### src/rtl/mdt_pkg.sv
`timescale 1ns / 1ps

package mdt_pkg;

   typedef enum logic [1:0] {
      ACT_CHECK   = 2'd0,
      ACT_SET_RSP = 2'd1,
      ACT_SWEEP   = 2'd2,
      ACT_FLUSH   = 2'd3
   } action_type;

   localparam int unsigned CSR_ADDR_W     = 3;
   localparam int unsigned CSR_DATA_W     = 32;
   localparam int unsigned CSR_WORD_W     = CSR_ADDR_W - 2;

   localparam logic [CSR_WORD_W-1:0] CSR_IDX_LIFETIME = '0;
   localparam logic [15:0]           LIFETIME_RESET   = 16'd247;

   localparam int unsigned REQ_DATA_W = 120;
   localparam int unsigned RSP_DATA_W = 72;

endpackage

### src/rtl/message_id_dedup_table.sv
`timescale 1ns / 1ps
// Check, set-response and sweep walk the whole table once through a single read port
// and then give the result beat.
// Flush rewrites every entry, one per cycle, before the result beat.
// One item at a time: the next beat is taken only once the result of the last is loaded
// into the output register; a stalled result beat holds the block back.
// Reset (synchronous, active high) clears the entry memory entry by entry; no item
// is taken during it, configuration writes are.

module message_id_dedup_table #(
   parameter int unsigned TABLE_DEPTH  = 32,
   parameter int unsigned SESSION_BITS = 8
) (
   input  logic                                clock,
   input  logic                                reset,
   // tdata, low bit up: message_id[15:0], session_id[7:0], now[31:0],
   // timeout_limit[31:0], response_handle[15:0], response_length[15:0]
   input  logic [mdt_pkg::REQ_DATA_W-1:0]      req_tdata,
   // tuser: action[1:0]
   input  logic [1:0]                          req_tuser,
   input  logic                                req_tvalid,
   output logic                                req_tready,
   // tdata, low bit up: is_duplicate, stored_handle[15:0], stored_length[15:0],
   // table_full, entry_found, next_timeout[31:0], zero fill
   output logic [mdt_pkg::RSP_DATA_W-1:0]      rsp_tdata,
   output logic                                rsp_tvalid,
   input  logic                                rsp_tready,
   input  logic                                csr_psel,
   input  logic                                csr_penable,
   input  logic                                csr_pwrite,
   input  logic [mdt_pkg::CSR_ADDR_W-1:0]      csr_paddr,
   input  logic [mdt_pkg::CSR_DATA_W-1:0]      csr_pwdata,
   output logic [mdt_pkg::CSR_DATA_W-1:0]      csr_prdata,
   output logic                                csr_pready
);
   import mdt_pkg::*;

   localparam int unsigned IDX_W  = (TABLE_DEPTH > 1) ? $clog2(TABLE_DEPTH) : 1;
   localparam int unsigned SESS_W = (SESSION_BITS < 8) ? SESSION_BITS : 8;
   localparam logic [IDX_W-1:0] LAST_IDX = IDX_W'(TABLE_DEPTH - 1);

   typedef struct packed {
      logic              valid;
      logic [15:0]       mid;
      logic [SESS_W-1:0] sess;
      logic [31:0]       stamp;
      logic [15:0]       handle;
      logic [15:0]       length;
   } entry_type;

   typedef enum logic [1:0] {
      S_CLEAR,
      S_IDLE,
      S_WALK,
      S_FINISH
   } state_type;

   // entry memory
   entry_type mem [TABLE_DEPTH];
   entry_type mem_q_ff;
   logic             mem_we;
   logic [IDX_W-1:0] mem_waddr;
   entry_type        mem_wdata;

   state_type        state_ff, state_in;
   logic             flush_rsp_ff, flush_rsp_in;
   logic [IDX_W-1:0] ptr_ff, ptr_in;
   logic             rd_run_ff, rd_run_in;
   logic             p1_vld_ff, p1_vld_in;
   logic [IDX_W-1:0] p1_idx_ff, p1_idx_in;
   logic             p2_vld_ff, p2_vld_in;
   logic [IDX_W-1:0] p2_idx_ff, p2_idx_in;
   entry_type        p2_ent_ff, p2_ent_in;
   logic [31:0]      age_ff, age_in;

   action_type       act_ff, act_in;
   logic [15:0]      mid_ff, mid_in;
   logic [SESS_W-1:0] sess_ff, sess_in;
   logic [31:0]      now_ff, now_in;
   logic [15:0]      rh_ff, rh_in;
   logic [15:0]      rl_ff, rl_in;

   logic             hit_ff, hit_in;
   logic [15:0]      sh_ff, sh_in;
   logic [15:0]      sl_ff, sl_in;
   logic             free_ok_ff, free_ok_in;
   logic [IDX_W-1:0] free_idx_ff, free_idx_in;
   logic             found_ff, found_in;
   logic [31:0]      best_ff, best_in;

   logic             rsp_valid_ff, rsp_valid_in;
   logic [RSP_DATA_W-1:0] rsp_data_ff, rsp_data_in;

   logic [15:0]      lifetime_ff, lifetime_in;

   logic             csr_wr;
   logic             match;
   logic             expired;
   logic [15:0]      left;
   logic             out_free;
   logic             is_check;
   logic             res_dup;
   logic             res_full;
   logic             res_found;
   logic [15:0]      res_sh;
   logic [15:0]      res_sl;
   logic [31:0]      res_nt;

   // configuration port
   assign csr_pready = 1'b1;
   assign csr_wr     = csr_psel && csr_penable && csr_pwrite && csr_pready;

   always_comb begin
      lifetime_in = lifetime_ff;
      if (csr_wr && csr_paddr[CSR_ADDR_W-1:2] == CSR_IDX_LIFETIME) begin
         lifetime_in = csr_pwdata[15:0];
      end
   end

   always_comb begin
      csr_prdata = '0;
      if (csr_paddr[CSR_ADDR_W-1:2] == CSR_IDX_LIFETIME) begin
         csr_prdata = {16'b0, lifetime_ff};
      end
   end

   // stage-2 evaluation of one entry
   assign match   = p2_ent_ff.valid && p2_ent_ff.mid == mid_ff && p2_ent_ff.sess == sess_ff;
   assign expired = age_ff >= {16'b0, lifetime_ff};
   assign left    = lifetime_ff - age_ff[15:0];

   assign out_free = !rsp_valid_ff || rsp_tready;
   assign is_check = act_ff == ACT_CHECK;

   always_comb begin
      res_dup   = 1'b0;
      res_full  = 1'b0;
      res_found = 1'b0;
      res_sh    = '0;
      res_sl    = '0;
      res_nt    = '0;
      case (act_ff)
         ACT_CHECK: begin
            res_dup  = hit_ff || !free_ok_ff;
            res_full = !hit_ff && !free_ok_ff;
            if (hit_ff) begin
               res_sh = sh_ff;
               res_sl = sl_ff;
            end
         end
         ACT_SET_RSP: begin
            res_found = found_ff;
         end
         ACT_SWEEP: begin
            res_nt = best_ff;
         end
         default: begin
         end
      endcase
   end

   always_comb begin
      state_in     = state_ff;
      flush_rsp_in = flush_rsp_ff;
      ptr_in       = ptr_ff;
      rd_run_in    = 1'b0;
      p1_vld_in    = 1'b0;
      p1_idx_in    = ptr_ff;
      p2_vld_in    = p1_vld_ff;
      p2_idx_in    = p1_idx_ff;
      p2_ent_in    = mem_q_ff;
      age_in       = now_ff - mem_q_ff.stamp;
      act_in       = act_ff;
      mid_in       = mid_ff;
      sess_in      = sess_ff;
      now_in       = now_ff;
      rh_in        = rh_ff;
      rl_in        = rl_ff;
      hit_in       = hit_ff;
      sh_in        = sh_ff;
      sl_in        = sl_ff;
      free_ok_in   = free_ok_ff;
      free_idx_in  = free_idx_ff;
      found_in     = found_ff;
      best_in      = best_ff;
      rsp_valid_in = rsp_valid_ff && !rsp_tready;
      rsp_data_in  = rsp_data_ff;
      mem_we       = 1'b0;
      mem_waddr    = ptr_ff;
      mem_wdata    = '0;
      req_tready   = 1'b0;

      case (state_ff)
         S_CLEAR: begin
            mem_we    = 1'b1;
            mem_waddr = ptr_ff;
            ptr_in    = ptr_ff + 1'b1;
            if (ptr_ff == LAST_IDX) begin
               ptr_in   = '0;
               state_in = flush_rsp_ff ? S_FINISH : S_IDLE;
            end
         end
         S_IDLE: begin
            req_tready = 1'b1;
            if (req_tvalid) begin
               act_in      = action_type'(req_tuser);
               mid_in      = req_tdata[15:0];
               sess_in     = req_tdata[16 +: SESS_W];
               now_in      = req_tdata[55:24];
               best_in     = req_tdata[87:56];
               rh_in       = req_tdata[103:88];
               rl_in       = req_tdata[119:104];
               hit_in      = 1'b0;
               sh_in       = '0;
               sl_in       = '0;
               free_ok_in  = 1'b0;
               free_idx_in = '0;
               found_in    = 1'b0;
               ptr_in      = '0;
               if (action_type'(req_tuser) == ACT_FLUSH) begin
                  flush_rsp_in = 1'b1;
                  state_in     = S_CLEAR;
               end else begin
                  rd_run_in = 1'b1;
                  state_in  = S_WALK;
               end
            end
         end
         S_WALK: begin
            // issue reads ahead of the evaluation stage
            if (rd_run_ff) begin
               p1_vld_in = 1'b1;
               p1_idx_in = ptr_ff;
               ptr_in    = ptr_ff + 1'b1;
               rd_run_in = ptr_ff != LAST_IDX;
            end
            if (p2_vld_ff) begin
               mem_waddr = p2_idx_ff;
               case (act_ff)
                  ACT_CHECK: begin
                     if (match) begin
                        hit_in = 1'b1;
                        sh_in  = p2_ent_ff.handle;
                        sl_in  = p2_ent_ff.length;
                     end
                     if (!p2_ent_ff.valid && !free_ok_ff) begin
                        free_ok_in  = 1'b1;
                        free_idx_in = p2_idx_ff;
                     end
                  end
                  ACT_SET_RSP: begin
                     if (match) begin
                        found_in         = 1'b1;
                        mem_we           = 1'b1;
                        mem_wdata        = p2_ent_ff;
                        mem_wdata.handle = rh_ff;
                        mem_wdata.length = rl_ff;
                     end
                  end
                  ACT_SWEEP: begin
                     if (p2_ent_ff.valid) begin
                        if (expired) begin
                           // drop the stale entry
                           mem_we          = 1'b1;
                           mem_wdata       = p2_ent_ff;
                           mem_wdata.valid = 1'b0;
                        end else if ({16'b0, left} < best_ff) begin
                           best_in = {16'b0, left};
                        end
                     end
                  end
                  default: begin
                  end
               endcase
               if (p2_idx_ff == LAST_IDX) begin
                  state_in = S_FINISH;
               end
            end
         end
         S_FINISH: begin
            // hold the result until the output register frees up
            if (out_free) begin
               rsp_valid_in = 1'b1;
               rsp_data_in  = {5'b0, res_nt, res_found, res_full, res_sl, res_sh, res_dup};
               flush_rsp_in = 1'b0;
               state_in     = S_IDLE;
               if (is_check && !hit_ff && free_ok_ff) begin
                  mem_we           = 1'b1;
                  mem_waddr        = free_idx_ff;
                  mem_wdata.valid  = 1'b1;
                  mem_wdata.mid    = mid_ff;
                  mem_wdata.sess   = sess_ff;
                  mem_wdata.stamp  = now_ff;
                  mem_wdata.handle = '0;
                  mem_wdata.length = '0;
               end
            end
         end
         default: begin
            state_in = S_IDLE;
         end
      endcase
   end

   always_ff @(posedge clock) begin
      if (mem_we) begin
         mem[mem_waddr] <= mem_wdata;
      end
      mem_q_ff <= mem[ptr_ff];
   end

   always_ff @(posedge clock) begin
      if (reset) begin
         state_ff     <= S_CLEAR;
         flush_rsp_ff <= 1'b0;
         ptr_ff       <= '0;
         rd_run_ff    <= 1'b0;
         p1_vld_ff    <= 1'b0;
         p2_vld_ff    <= 1'b0;
         rsp_valid_ff <= 1'b0;
         lifetime_ff  <= LIFETIME_RESET;
      end else begin
         state_ff     <= state_in;
         flush_rsp_ff <= flush_rsp_in;
         ptr_ff       <= ptr_in;
         rd_run_ff    <= rd_run_in;
         p1_vld_ff    <= p1_vld_in;
         p2_vld_ff    <= p2_vld_in;
         rsp_valid_ff <= rsp_valid_in;
         lifetime_ff  <= lifetime_in;
      end
      p1_idx_ff   <= p1_idx_in;
      p2_idx_ff   <= p2_idx_in;
      p2_ent_ff   <= p2_ent_in;
      age_ff      <= age_in;
      act_ff      <= act_in;
      mid_ff      <= mid_in;
      sess_ff     <= sess_in;
      now_ff      <= now_in;
      rh_ff       <= rh_in;
      rl_ff       <= rl_in;
      hit_ff      <= hit_in;
      sh_ff       <= sh_in;
      sl_ff       <= sl_in;
      free_ok_ff  <= free_ok_in;
      free_idx_ff <= free_idx_in;
      found_ff    <= found_in;
      best_ff     <= best_in;
      rsp_data_ff <= rsp_data_in;
   end

   assign rsp_tvalid = rsp_valid_ff;
   assign rsp_tdata  = rsp_data_ff;

endmodule
### config.mk
export PLATFORM = sky130hd
export DESIGN_NAME = message_id_dedup_table
export DESIGN_NICKNAME = d
export VERILOG_FILES = /design/src/rtl/mdt_pkg.sv /design/src/rtl/message_id_dedup_table.sv
export SDC_FILE = /design/constraint.sdc
export NUM_CORES = 2
export LEC_CHECK = 0
export BUFFER_PORTS_ARGS = -buffer_cell sky130_fd_sc_hd__buf_2
export CORE_ASPECT_RATIO = 0.8
export CORE_MARGIN = 8
export CORE_UTILIZATION = 56
export CTS_CLUSTER_SIZE = 12
export DETAILED_ROUTE_END_ITERATION = 12
export PLACE_DENSITY = 0.75
export SYNTH_ARGS = -nofsm -noshare
export SYNTH_HDL_FRONTEND = slang
export SYNTH_SLANG_ARGS = --single-unit
### constraint.sdc
create_clock -name clock -period 10.3 [get_ports clock]
set_input_delay 1.03 -clock clock [delete_from_list [all_inputs] [get_ports clock]]
set_output_delay 1.03 -clock clock [all_outputs]
set_load 0.005 [all_outputs]
==> flow_summary.toml <==
[outcome]
status = "finished, final reports clean"

[pwr]
power_leakage_uw = 0.0450
irDropWorstVdd_mv = 0.189
powerDensity_mw_per_mm2 = 198

[floorplan]
ioPinCount = 271
row_count = 155
start_util_pct = 56.4
die_w_um = 546
die_area_sq_mm = 0.240
die_h_um = 440
core_area_sq_mm = 0.223

[worst_setup_path]
required_ns = 10.80
critPathBufInv = 2
path_cells = "xnor2_1 -> nand4_1 -> nor4_1 -> nand3_1 -> nor2_4 -> buf_4 -> or3_1 -> o2111ai_2 -> nor2_4 -> buf_4"
cpMaxStageDelayCell = "nor2_4"
arrival_ns = 7.24
crit_type = "reg -> reg"
cp_top_family = "simple AND/OR/NAND/NOR gates"
cp-start-kind = "flip-flop"
critPathMaxStageDelay_ns = 1.13
cp_max_fo = 37
end_kind = "flip-flop"

[sta]
finalSetupViolations = 0
fin_setup_tns_ns = 0
slew_violations = 0
clock.fmax_ghz = 0.148
worst_pin_slew_ns = 1.37
finClkSkew_ns = 0.0717
timing.final.crit_share_pct = 65.4
finalHoldViolCount = 0
period_needed_ns = 6.74
rsz0062_at_grt = "false"
max-slew-margin-rel_pct = 8.62

[synth]
synth.most_common_cell = "edfxtp_1"
synth_cell_type_count = 66
syn_avg_cell_area_sq_um = 22.9
yosysWarnings = 0
synthTopCellsByArea = "edfxtp_1, mux4_2, dfxtp_1"
synth-seq-cells = 3325
synth_area_sq_mm = 0.126
ys_seq_area_share_pct = 77.4
yosysTopAreaCell = "edfxtp_1"
synth-edff-count = 3077
async_flop_share_pct = 0
netlist.area_leader.share_pct = 73.4
synth_commonest_cells = "edfxtp_1, mux4_2, dfxtp_1"
ys.flop_type = "edfxtp_1"
synthCells = 5505

[clocking]
numCtsBuffers = 338
clock_path_buffers = 4
htree_levels = 5
cts_setup_buffers = 0
cts.reportedPaths.clkPinSlew_ns = 0.06
cts_sinks = 3325
hold_buffers = 0
insertion_delay_ns = 0.95
cts_tree = "done"
ctsRootBufferMaster = "clkbuf_16"
ctsResizeCount = 0

[detailed_routing]
vias = 60900
wl_per_cell_um = 34.5
drt_iter0_drc = 8034
detail_route.wirelength_um = 315000
ant_nets = 0
drc_errors = 0
dr.pass1.iters = 6
vias_per_cell = 6.66

[global_route]
antenna_found_initial = 10
grt_pass1_vias = 61400
grt_overflow = 0
grt_pass1_wl_um = 448000
grt_max_degree = 127
grt_usage_pct = 26.0

[hold_path]
hold_path_class = "in -> reg"

[layout]
fin_nets = 6180
drive_above_1_share_pct = 28.9
final_cells = 9152
area_growth_syn_to_layout_pct = 11.9

[placement]
dp_cells = 8570
gp_congestion = 0.802
io_buffers = 230
dp_hpwl_um = 156000

[flow_run]
cap_violations = 0
## report_power, final
group / internal (uW) / total, uW / switching [uW]
clock network: 6380 / 11200 / 4800
registers: 14900 / 15000 / 160
logic: 761 / 1690 / 929
total: 22000 / 27900 / 5890
## cell families (layout without fill, tap and decap cells)
family          count (synthesis)  in the layout  synth area share [%]
other cells                     2             27               0.00597
buf+inv                       379           1018                  1.22
flops                        3325           3325                  77.4
fa+ha+maj                      89             89                 0.897
compound gates                274            274                  1.62
mux                           994            994                  16.9
xor+xnor                       70             70                 0.487
simple gates                  372            372                  1.54
## through the flow
stage | area, sq um | util (%) | hold slack, ns | total power [uW] | worst slack, ns
floorplan | 126000 | - | 0.310 | 16400 | 0.194
global route | 141000 | 63.1 | 0.220 | 28600 | 3.60
global placement | 131000 | 58.7 | 0.310 | 16900 | 3.65
detailed placement | 131000 | 58.7 | 0.312 | 17000 | 3.60
finish | 141000 | 63.1 | 0.261 | 27900 | 3.56
CTS | 141000 | 63.1 | 0.204 | 28000 | 3.82
## per-layer routing
layer | wire length, um | track usage [%] | vias to the layer above | part of all wire (%)
met5 | 23 | 0 | - | 0.0073
met4 | 12000 | 9.01 | 4 | 3.8
met3 | 36900 | 5.86 | 668 | 12
met2 | 150000 | 41.6 | 4104 | 48
met1 | 116000 | 36.0 | 32300 | 37
li1 | - | - | 23900 | -
## flip-flops by register name, summed over array words and instances (netlist names), 32 cells and up
signal and count:
age_ff 32, mem 2848, best_ff 32, rsp_tdata 67, now_ff 32, p2_ent_ff 89
mem_q_ff 89
## layout by cell type, fill, tap and decap left out, types with 9 or more instances in the layout
| cell | instances |
|---|---|
| inv_1 | 96 |
| nor2_4 | 34 |
| nand2_1 | 55 |
| buf_4 | 98 |
| a21o_1 | 26 |
| o21ai_0 | 26 |
| and2_1 | 76 |
| clkbuf_16 | 345 |
| edfxtp_1 | 3077 |
| nor4_1 | 9 |
| and3_1 | 39 |
| ha_1 | 85 |
| buf_12 | 15 |
| nor2b_1 | 27 |
| o21a_1 | 12 |
| a21oi_1 | 56 |
| nand2b_1 | 11 |
| mux2_2 | 103 |
| mux4_2 | 890 |
| conb_1 | 22 |
| nand3_1 | 14 |
| clkbuf_1 | 189 |
| nor2_1 | 71 |
| xnor2_1 | 59 |
| a211o_1 | 9 |
| xor2_1 | 11 |
| nand4_1 | 10 |
| dfxtp_1 | 243 |
| a22o_1 | 88 |
| buf_2 | 230 |
| clkbuf_8 | 16 |
## worst paths after layout
| kind | start | end | slack (ns) | cells after the start |
|---|---|---|---|---|
| worst min register to register | mem_q_ff[13]$_DFF_P_ | p2_ent_ff[13]$_DFF_P_ | 0.31 | 0 |
| worst max-delay path | sess_ff[0]$_DFFE_PP_ | mem[17][21]$_DFFE_PP_ | 3.56 | 10 |
| worst max register to register | sess_ff[0]$_DFFE_PP_ | mem[17][21]$_DFFE_PP_ | 3.56 | 10 |
| worst min-delay path | req_tdata[42] | now_ff[18]$_DFFE_PP_ | 0.26 | 1 |
## area by class of cell
type	count	area (sq um)
multi-input cells	1821	27300
inverters	98	373
clock inverters	27	268
fillers	14200	82400
diodes	5	12.5
flip-flops and latches	3325	97400
well taps	2983	3730
repair buffers	343	2190
clock buffers	550	9560
Note: power is estimated with default switching activity, not from simulation.
